--- src/rtl/dwsm_pkg.sv ---
`timescale 1ns / 1ps
// ----------------------------------------------------------------------------
// Watchpoint slot manager package
// Status codes, DR7 constants, sequencer states and chunk sizing helpers.
// ----------------------------------------------------------------------------
package dwsm_pkg;

   typedef enum logic [2:0] {
      ST_OK       = 3'd0,
      ST_READ     = 3'd1,
      ST_FULL     = 3'd2,
      ST_NOMATCH  = 3'd3,
      ST_BADLEN   = 3'd4,
      ST_OVERFLOW = 3'd5
   } status_type;

   typedef enum logic [2:0] {
      S_IDLE,
      S_CHUNK,
      S_SCAN,
      S_APPLY,
      S_COMMIT,
      S_RESP
   } state_type;

   localparam logic [31:0] SLOWDOWN_BIT  = 32'h0000_0100;
   localparam logic [31:0] RESERVED_BITS = 32'h0000_FC00;
   localparam logic [15:0] COUNT_MAX     = 16'hFFFF;
   localparam logic [1:0]  TYPE_EXEC     = 2'd0;
   localparam logic [1:0]  TYPE_WRITE    = 2'd1;
   localparam logic [1:0]  TYPE_READ     = 2'd2;
   localparam logic [1:0]  TYPE_RW       = 2'd3;

   // chunk size (1,2,4,8) as log2 from table row and alignment
   function automatic logic [1:0] chunk_log2(input logic [1:0] row, input logic [2:0] align);
      logic [1:0] r;
      begin
         r = 2'd0;
         if (align[0] == 1'b0 && row != 2'd0) begin
            if (align[1] == 1'b1 || row == 2'd1) r = 2'd1;
            else if (align[2] == 1'b1 || row == 2'd2) r = 2'd2;
            else r = 2'd3;
         end
         return r;
      end
   endfunction

   function automatic logic [3:0] rw_len_bits(input logic [1:0] lg, input logic [1:0] atype);
      logic [3:0] v;
      begin
         v = 4'd0;
         if (atype == TYPE_WRITE) v[1:0] = 2'd1;
         else if (atype == TYPE_RW) v[1:0] = 2'd3;
         case (lg)
            2'd1: v[3:2] = 2'd1;
            2'd2: v[3:2] = 2'd3;
            2'd3: v[3:2] = 2'd2;
            default: v[3:2] = 2'd0;
         endcase
         return v;
      end
   endfunction

endpackage

--- src/rtl/debug_watchpoint_slot_manager.sv ---
`timescale 1ns / 1ps
// ----------------------------------------------------------------------------
// Debug watchpoint slot manager
// Reference-counted watch slots with a DR7 control mirror, updated through a
// shadow copy that commits only when every chunk of a request succeeds.
// ----------------------------------------------------------------------------
// Sequence: a rejected request goes straight to commit and response; otherwise
// each chunk is sized, scanned with one slot compare per cycle in the shared
// scan unit, and applied; a stalled earlier response adds its wait.
// Throughput: one request at a time; req_ready is high only when idle.
// Reset: synchronous; clears all slots, the mirror, and sets wide length on.
module debug_watchpoint_slot_manager #(
   parameter int SLOTS          = 4,
   parameter int MAX_REGION_LEN = 64
) (
   input  logic        clock,
   input  logic        reset,
   input  logic        req_valid,
   output logic        req_ready,
   input  logic        req_kind,
   input  logic [63:0] req_watch_address,
   input  logic [6:0]  req_region_length,
   input  logic [1:0]  req_access_type,
   output logic        rsp_valid,
   input  logic        rsp_ready,
   output logic [2:0]  rsp_status,
   output logic [31:0] rsp_control_word,
   output logic [2:0]  rsp_slots_used,
   input  logic        csr_valid,
   output logic        csr_ready,
   input  logic        csr_wide_length_enable
);

   localparam int SW = (SLOTS > 1) ? $clog2(SLOTS) : 1;
   localparam int CW = $clog2(SLOTS + 1);
   localparam int LW = $clog2(MAX_REGION_LEN + 1);

   dwsm_pkg::state_type state_ff, state_in;

   logic [63:0] addr_ff   [SLOTS];
   logic [15:0] count_ff  [SLOTS];
   logic [63:0] saddr_ff  [SLOTS];
   logic [15:0] scount_ff [SLOTS];
   logic [31:0] ctrl_ff, sctrl_ff;
   logic        wide_ff;

   logic        kind_ff;
   logic [1:0]  type_ff;
   logic [63:0] caddr_ff;
   logic [LW-1:0] len_ff;
   logic [3:0]  nib_ff;
   logic [3:0]  csize_ff;
   logic [SW-1:0] idx_ff;
   logic        match_ff, free_ff;
   logic [SW-1:0] midx_ff, fidx_ff;
   logic [2:0]  status_ff;
   logic        rsp_valid_ff;
   logic [2:0]  rsp_status_ff;
   logic [31:0] rsp_ctrl_ff;
   logic [2:0]  rsp_used_ff;

   logic        last_slot;
   logic [3:0]  maxw;
   logic [2:0]  align;
   logic [3:0]  tl;
   logic [1:0]  row, lg;
   logic        hit;
   logic [3:0]  slot_nib;
   logic [CW-1:0] used_cnt;

   assign req_ready = (state_ff == dwsm_pkg::S_IDLE);
   assign csr_ready = 1'b1;
   assign rsp_valid        = rsp_valid_ff;
   assign rsp_status       = rsp_status_ff;
   assign rsp_control_word = rsp_ctrl_ff;
   assign rsp_slots_used   = rsp_used_ff;

   assign last_slot = (idx_ff == SW'(SLOTS - 1));
   assign maxw      = wide_ff ? 4'd8 : 4'd4;
   assign align     = caddr_ff[2:0] & 3'(maxw - 4'd1);
   assign tl        = (len_ff > LW'(maxw)) ? (maxw - 4'd1) : 4'(len_ff - LW'(1));
   assign row       = (tl == 4'd0) ? 2'd0 : (tl <= 4'd2) ? 2'd1 : (tl <= 4'd6) ? 2'd2 : 2'd3;
   assign lg        = dwsm_pkg::chunk_log2(row, align);
   assign slot_nib  = 4'((({32'd0, sctrl_ff}) >> (16 + 4 * int'(idx_ff))) & 64'hF);
   assign hit       = (scount_ff[idx_ff] != 16'd0) && (saddr_ff[idx_ff] == caddr_ff)
                      && (slot_nib == nib_ff);

   always_comb begin
      used_cnt = '0;
      for (int i = 0; i < SLOTS; i++) begin
         if (count_ff[i] != 16'd0) used_cnt = used_cnt + CW'(1);
      end
   end

   always_comb begin
      state_in = state_ff;
      case (state_ff)
         dwsm_pkg::S_IDLE: begin
            if (req_valid) begin
               if (req_access_type == dwsm_pkg::TYPE_READ ||
                   req_region_length == 7'd0 ||
                   int'(req_region_length) > MAX_REGION_LEN) state_in = dwsm_pkg::S_COMMIT;
               else state_in = dwsm_pkg::S_CHUNK;
            end
         end
         dwsm_pkg::S_CHUNK: begin
            if (status_ff != dwsm_pkg::ST_OK) state_in = dwsm_pkg::S_COMMIT;
            else state_in = dwsm_pkg::S_SCAN;
         end
         dwsm_pkg::S_SCAN:   if (last_slot) state_in = dwsm_pkg::S_APPLY;
         dwsm_pkg::S_APPLY: begin
            if (len_ff <= LW'(csize_ff)) state_in = dwsm_pkg::S_COMMIT;
            else state_in = dwsm_pkg::S_CHUNK;
         end
         dwsm_pkg::S_COMMIT: state_in = dwsm_pkg::S_RESP;
         dwsm_pkg::S_RESP:   if (!rsp_valid_ff || rsp_ready) state_in = dwsm_pkg::S_IDLE;
         default:            state_in = dwsm_pkg::S_IDLE;
      endcase
   end

   always_ff @(posedge clock) begin
      if (reset) begin
         state_ff     <= dwsm_pkg::S_IDLE;
         rsp_valid_ff <= 1'b0;
         wide_ff      <= 1'b1;
         ctrl_ff      <= '0;
         for (int i = 0; i < SLOTS; i++) begin
            addr_ff[i]  <= '0;
            count_ff[i] <= '0;
         end
      end else begin
         state_ff <= state_in;
         if (csr_valid) wide_ff <= csr_wide_length_enable;
         if (rsp_valid_ff && rsp_ready && state_ff != dwsm_pkg::S_RESP)
            rsp_valid_ff <= 1'b0;
         case (state_ff)
            dwsm_pkg::S_IDLE: begin
               if (req_valid) begin
                  kind_ff  <= req_kind;
                  type_ff  <= req_access_type;
                  caddr_ff <= req_watch_address;
                  len_ff   <= LW'(req_region_length);
                  sctrl_ff <= ctrl_ff;
                  for (int i = 0; i < SLOTS; i++) begin
                     saddr_ff[i]  <= addr_ff[i];
                     scount_ff[i] <= count_ff[i];
                  end
                  if (req_access_type == dwsm_pkg::TYPE_READ) status_ff <= dwsm_pkg::ST_READ;
                  else if (req_region_length == 7'd0 || int'(req_region_length) > MAX_REGION_LEN)
                     status_ff <= dwsm_pkg::ST_BADLEN;
                  else status_ff <= dwsm_pkg::ST_OK;
               end
            end
            dwsm_pkg::S_CHUNK: begin
               nib_ff   <= dwsm_pkg::rw_len_bits(lg, type_ff);
               csize_ff <= 4'd1 << lg;
               idx_ff   <= '0;
               match_ff <= 1'b0;
               free_ff  <= 1'b0;
            end
            dwsm_pkg::S_SCAN: begin
               if (hit && !match_ff) begin
                  match_ff <= 1'b1;
                  midx_ff  <= idx_ff;
               end
               if (scount_ff[idx_ff] == 16'd0 && !free_ff) begin
                  free_ff <= 1'b1;
                  fidx_ff <= idx_ff;
               end
               if (!last_slot) idx_ff <= idx_ff + SW'(1);
            end
            dwsm_pkg::S_APPLY: begin
               caddr_ff <= caddr_ff + {60'd0, csize_ff};
               len_ff   <= len_ff - LW'(csize_ff);
               if (kind_ff == 1'b0) begin
                  if (match_ff) begin
                     if (scount_ff[midx_ff] == dwsm_pkg::COUNT_MAX)
                        status_ff <= dwsm_pkg::ST_OVERFLOW;
                     else scount_ff[midx_ff] <= scount_ff[midx_ff] + 16'd1;
                  end else if (free_ff) begin
                     saddr_ff[fidx_ff]  <= caddr_ff;
                     scount_ff[fidx_ff] <= 16'd1;
                     sctrl_ff <= 32'(((({32'd0, sctrl_ff}
                        & ~(64'hF << (16 + 4 * int'(fidx_ff))))
                        | ({60'd0, nib_ff} << (16 + 4 * int'(fidx_ff))))
                        | (64'd1 << (2 * int'(fidx_ff)))
                        | {32'd0, dwsm_pkg::SLOWDOWN_BIT})
                        & ~{32'd0, dwsm_pkg::RESERVED_BITS});
                  end else status_ff <= dwsm_pkg::ST_FULL;
               end else begin
                  if (match_ff) begin
                     scount_ff[midx_ff] <= scount_ff[midx_ff] - 16'd1;
                     if (scount_ff[midx_ff] == 16'd1) begin
                        saddr_ff[midx_ff] <= '0;
                        sctrl_ff <= 32'({32'd0, sctrl_ff} & ~(64'd3 << (2 * int'(midx_ff))));
                     end
                  end else status_ff <= dwsm_pkg::ST_NOMATCH;
               end
            end
            dwsm_pkg::S_COMMIT: begin
               if (status_ff == dwsm_pkg::ST_OK) begin
                  ctrl_ff <= sctrl_ff;
                  for (int i = 0; i < SLOTS; i++) begin
                     addr_ff[i]  <= saddr_ff[i];
                     count_ff[i] <= scount_ff[i];
                  end
               end
            end
            dwsm_pkg::S_RESP: begin
               if (!rsp_valid_ff || rsp_ready) begin
                  rsp_valid_ff  <= 1'b1;
                  rsp_status_ff <= status_ff;
                  rsp_ctrl_ff   <= ctrl_ff;
                  rsp_used_ff   <= 3'(used_cnt);
               end
            end
            default: ;
         endcase
      end
   end

   a_busy_not_ready: assert property (@(posedge clock) disable iff (reset)
      (state_ff != dwsm_pkg::S_IDLE) |-> !req_ready) else $error("ready while busy");
   a_rsp_hold: assert property (@(posedge clock) disable iff (reset)
      (rsp_valid && !rsp_ready) |=> (rsp_valid && $stable(rsp_status)))
      else $error("response dropped");
   a_status_range: assert property (@(posedge clock) disable iff (reset)
      rsp_valid |-> (rsp_status <= 3'd5)) else $error("bad status");

endmodule
--- config.mk ---
export PLATFORM = sky130hd
export DESIGN_NAME = debug_watchpoint_slot_manager
export DESIGN_NICKNAME = d
export VERILOG_FILES = /design/src/rtl/dwsm_pkg.sv /design/src/rtl/debug_watchpoint_slot_manager.sv
export SDC_FILE = /design/constraint.sdc
export NUM_CORES = 2
export LEC_CHECK = 0
export BUFFER_PORTS_ARGS = -buffer_cell sky130_fd_sc_hd__buf_2
export CORE_MARGIN = 4
export CORE_UTILIZATION = 50
export DETAILED_ROUTE_END_ITERATION = 12
export GPL_TIMING_DRIVEN = 0
export PLACE_DENSITY = 0.66
export SYNTH_ARGS = -nofsm -noshare
export SYNTH_HDL_FRONTEND = slang
export SYNTH_SLANG_ARGS = --single-unit
--- constraint.sdc ---
create_clock -name clock -period 12.6 [get_ports clock]
set_input_delay 1.89 -clock clock [delete_from_list [all_inputs] [get_ports clock]]
set_output_delay 1.89 -clock clock [all_outputs]
set_load 0.005 [all_outputs]
## Word-level counts from Yosys, hierarchy flattened

Memory sizes are Yosys's and may differ from the RTL's. A register that Yosys moved wholly into a read port is not among the register bits.
Index checks and enable logic that the tools add are counted.
Widths: inputs -> output; s select.

| word-level totals | value |
|---|---|
| register bits | 200 |
| bits in latches | 0 |
| RAM bits | 640 |
| ROM bits | 0 |
| bits of input ports | 80 |
| logic and storage cells | 252 |
| memories | 4 |

Memory list:

| memory | words | bits a word | rd ports | clocked after memory_dff | write ports | line | text |
|---|---|---|---|---|---|---|---|
| addr_ff | 4 | 64 | 4 | 0 | 4 | debug_watchpoint_slot_manager.sv:40 | `logic [63:0] addr_ff [SLOTS];` |
| saddr_ff | 4 | 64 | 5 | 1 | 4 | debug_watchpoint_slot_manager.sv:42 | `logic [63:0] saddr_ff [SLOTS];` |
| count_ff | 4 | 16 | 4 | 0 | 4 | debug_watchpoint_slot_manager.sv:41 | `logic [15:0] count_ff [SLOTS];` |
| scount_ff | 4 | 16 | 6 | 2 | 4 | debug_watchpoint_slot_manager.sv:43 | `logic [15:0] scount_ff [SLOTS];` |

| operators by class | value |
|---|---|
| $add $sub $neg | 12 |
| $mul | 0 |
| div/mod/pow operators | 0 |
| magnitude comparators | 5 |
| eq/ne operators | 32 |
| shift operators | 6 |
| mux-type cells | 107 |
| bitwise logic cells | 18 |
| reductions and logical operators | 47 |

Operators with widths:

| cell | number |
|---|---|
| $mux 64 | 7 |
| $mux 32 | 6 |
| $pmux 64 s2 | 1 |
| $reduce_or 64->1 | 2 |
| $mux 16 | 7 |
| $reduce_bool 16->1 | 5 |
| $add 64x4->64 | 1 |
| $and 32x32->32 | 2 |
| $eq 64x64->1 | 1 |
| $not 32->32 | 2 |
| $or 32x32->32 | 2 |
| $pmux 32 s2 | 1 |
| $mux 3 | 17 |
| $mux 1 | 45 |
| $reduce_or 16->1 | 2 |
| $shl 1x3->32 const A | 1 |
| $shl 2x3->32 const A | 1 |
| $shl 4x6->32 | 1 |
| $shl 4x6->32 const A | 1 |
| $shr 32x6->4 | 1 |
| $reduce_and 3->1 | 9 |
| $mux 2 | 13 |
| $ne 3x3->1 const B | 7 |
| $pmux 3 s6 | 1 |
| other kinds (45) | 91 |

## Longest topological paths before layout

| logic depth | value |
|---|---|
| depth in word-level cells | 14 |
| depth in mapped cells | 13 |

## Least setup slack after synthesis

OpenSTA, ideal clock, no wires.

| timing path | value |
|---|---|
| kind | input to register |
| start point | input reset |
| end point | memory addr_ff[0][0] (enable) |
| library setup time | 0.668 ns |
| arrival time | 8.675 ns |
| required time | 11.932 ns |
| slack | 3.257 ns |
| cell stages on the path | 4 |
| path through | clkbuf_1 -> a21oi_1 -> clkbuf_1 -> inv_1 |

RTL lines:

| element | line | text |
|---|---|---|
| from (decl) | debug_watchpoint_slot_manager.sv:17 | `input logic reset,` |
| to (decl) | debug_watchpoint_slot_manager.sv:40 |  |

==> run metrics <==
run status=finished with violations; failing checks=max-capacitance violations; Slew Viols, Final=0; nets=3,252; GPL Wtd Cong=0.9376; fin crit share=41.25%; Seq/Total Area, Yosys=between 60% and 70%; via count=26,550; Post CTS Setup Buffer Count=0; post-route ant nets=0; Cell Rows=101; headroom to the max-slew limit=0.8528%; Vert. Die Dim=286.8 um; share of cells above drive strength 1=14.41%; most common cell after layout, fill and taps aside=edfxtp_1; Avg Inst Size Synth=13.26 um2; Die W=286.8 um; hold depth=0; worst reg-to-reg setup slack=between 7 and 8 ns; Fin Setup TNS=0 ns; CTS tree=done; post-synthesis cell area=38,860 um2; setup violators final=0; CP arrival=5.49 ns; Hold Path Sink=rsp_control_word[30]$_DFFE_PP_; clock sinks=844; remaining global-route overflow=0; Area growth, synth to finish=13.06%; Core Region=76,450 um2; HPWL after detailed placement=80,850 um; most frequent cells in the layout=edfxtp_1 (803), and2_1 (331), nand2_1 (300); Min Hold Slack=0.4563 ns; Synth Net Count=3,031; VDD IR-drop max=94.57 uV; Yosys warnings=0; worst hold path class=reg -> reg; per-cell routed wire length=27.93 um; H-tree Lvls=3; Synth cell types=66; Slew @ Worst Pin=1.476 ns; required time worst endpoint=between 10 and 15 ns; first-pass GRT wire length=173,900 um; CP Max Fanout=43; min-delay src=ctrl_ff[30]$_SDFFE_PP0P_; fraction of registers with async set or reset after synthesis=0%; post-CTS sizing=0; number of synthesized flops with an enable pin=about 800; TritonCTS buffer count=89; number of global-route vias before repair=about 26,000; number of fill cells=6,127; MaxCap Viol Count=1; worst skew pair latency=about 0.66 ns; CP endpoint kind=flip-flop; Synth Register Bits=around 840; Worst setup SP type=input port; crit path kind=in -> reg; Hold Fails Final Rpt=0; main flop type after synthesis=edfxtp_1; Layout Skew=between 0.03 and 0.04 ns; pwr dens=149.8 nW/um2; Initial DRT Pass Iterations=6; Reg2Reg Capture Point=saddr_ff[0][38]$_DFFE_PP_; antenna violations before repair=1; static leakage=~16 nW; Buffers on Ports=119; Peak Freq=0.1924 GHz; DIE AREA=82,240 um2; Clock Pin Slew Worst Setup and Hold Paths=about 0.06 ns; hold_buf cts=0; Clock Root Buffer=clkbuf_16; gr usage total=28.47%; Initial Utilization=50.83%; 1st-iter DRT viols=3,199; Mapped Cells=2,930; RSZ-0062 raised after global routing=no; io pins=roughly 120; Tmin final=approximately 5.2 ns; Worst R2R Path Depth=11; drt via density=6.243; drt drc=0; pin count of the biggest net entering global routing=115; Longest Clk Path Bufs=3; final wirelength=118,800 um
power breakdown:
part	internal (W)	switching (W)
logic	0.000191	0.000380
registers	0.00327	0.0000983
clock network	0.00153	0.00112
total	0.00499	0.00160
through the flow:
stage                     instance area (um2)  power (W)  setup WS [ns]  util [%]  cells
after floorplan                         38860   0.003735          3.257         -   2930
after global placement                  40740   0.003988        -0.8857     53.29   4079
after detailed placement                41070   0.003980          6.835     53.72   4090
after CTS                               43930   0.006579          7.501     57.46   4251
after global routing                    43930   0.006766          7.319     57.46   4251
final                                   43940   0.006581          7.403     57.47   4252
cell families after synthesis:
logic type | Yosys count | share of synthesized area [%]
buf+inv | 243 | 2.579
other cells | 1 | 0.009650
xor+xnor | 140 | 3.155
simple gates | 1003 | 13.32
fa+ha+maj | 21 | 0.7148
flops | 844 | 64.16
mux | 256 | 8.967
compound gates | 422 | 7.093
worst max-delay path by stage:
stage	start	to	cells after the start
final	reset	saddr_ff[0][38]$_DFFE_PP_	9
after detailed placement	reset	saddr_ff[0][30]$_DFFE_PP_	9
after CTS	reset	saddr_ff[0][26]$_DFFE_PP_	9
after global routing	flip-flop	saddr_ff[0][18]$_DFFE_PP_	11
after global placement	reset	addr_ff[2][44]$_SDFFCE_PN0P_	5
after floorplan	reset	addr_ff[0][0]$_SDFFCE_PN0P_	4
Yosys cell counts (7+ instances only):
cell type | count | area share [%]
o2bb2ai_1 | 7 | 0.16
and2_1 | 331 | 5.3
mux2_1 | 7 | 0.20
buf_2 | 36 | 0.46
nor4_1 | 45 | 0.72
nand2b_1 | 11 | 0.18
mux2i_1 | 110 | 2.8
dfxtp_1 | 41 | 2.1
clkbuf_1 | 137 | 1.3
edfxtp_1 | 803 | 62
ha_1 | 19 | 0.61
nand3_1 | 53 | 0.68
buf_1 | 15 | 0.14
xor2_1 | 58 | 1.3
nor2b_1 | 15 | 0.24
a22o_1 | 118 | 2.7
o22ai_1 | 9 | 0.14
o21ai_0 | 196 | 2.5
and3_1 | 14 | 0.23
nand2_1 | 302 | 2.9
a31oi_1 | 9 | 0.14
inv_1 | 44 | 0.43
a21oi_1 | 38 | 0.49
buf_4 | 10 | 0.19
nand4_1 | 43 | 0.69
mux2_2 | 72 | 2.1
nor3_1 | 32 | 0.41
nor2_1 | 119 | 1.1
mux4_2 | 65 | 3.8
xnor2_1 | 82 | 1.8
flip-flops by register name (all words and copies together) (netlist names), 2 cells and up, named ones only:
name	flops
addr_ff	256
saddr_ff	256
caddr_ff	64
count_ff	64
scount_ff	64
ctrl_ff	32
rsp_control_word	32
sctrl_ff	32
len_ff	7
csize_ff	4
nib_ff	4
rsp_slots_used	3
rsp_status	3
state_ff	3
status_ff	3
fidx_ff	2
idx_ff	2
midx_ff	2
type_ff	2
critical path, cell delays in order:
cell      delay (ns)
buf_2           0.13
clkbuf_1        0.25
or3_1           0.48
nor4_1          0.72
a21oi_1         0.19
clkbuf_1        0.51
clkbuf_1        0.44
nand2_4         0.47
buf_16          0.34
area by class of cell:
class / instances / area (um2) / area share [%]
inverter: 44 / 175.2 / 0.3987
buffer: 199 / 838.3 / 1.908
tap: 1030 / 1289 / 2.933
timing repair buffer: 130 / 842.1 / 1.917
multi-input combinational: 1843 / 12990 / 29.57
antenna: 1 / 2.502 / 0.005696
sequential: 844 / 24930 / 56.75
clock buffer: 118 / 2450 / 5.576
clock inverter: 43 / 412.9 / 0.9398
metal layers:
metal | global-route usage (%) | up-vias | part of all wire, % | routed length [um]
met3 | 4.774 | 271 | 8.9 | 10530
met2 | 45.74 | 1468 | 47 | 55830
li1 | - | 11310 | - | -
met5 | 0 | - | 0 | 0
met1 | 39.24 | 13500 | 40 | 47650
met4 | 10.85 | 0 | 4.0 | 4754
Power figures use the tool's default switching activity.
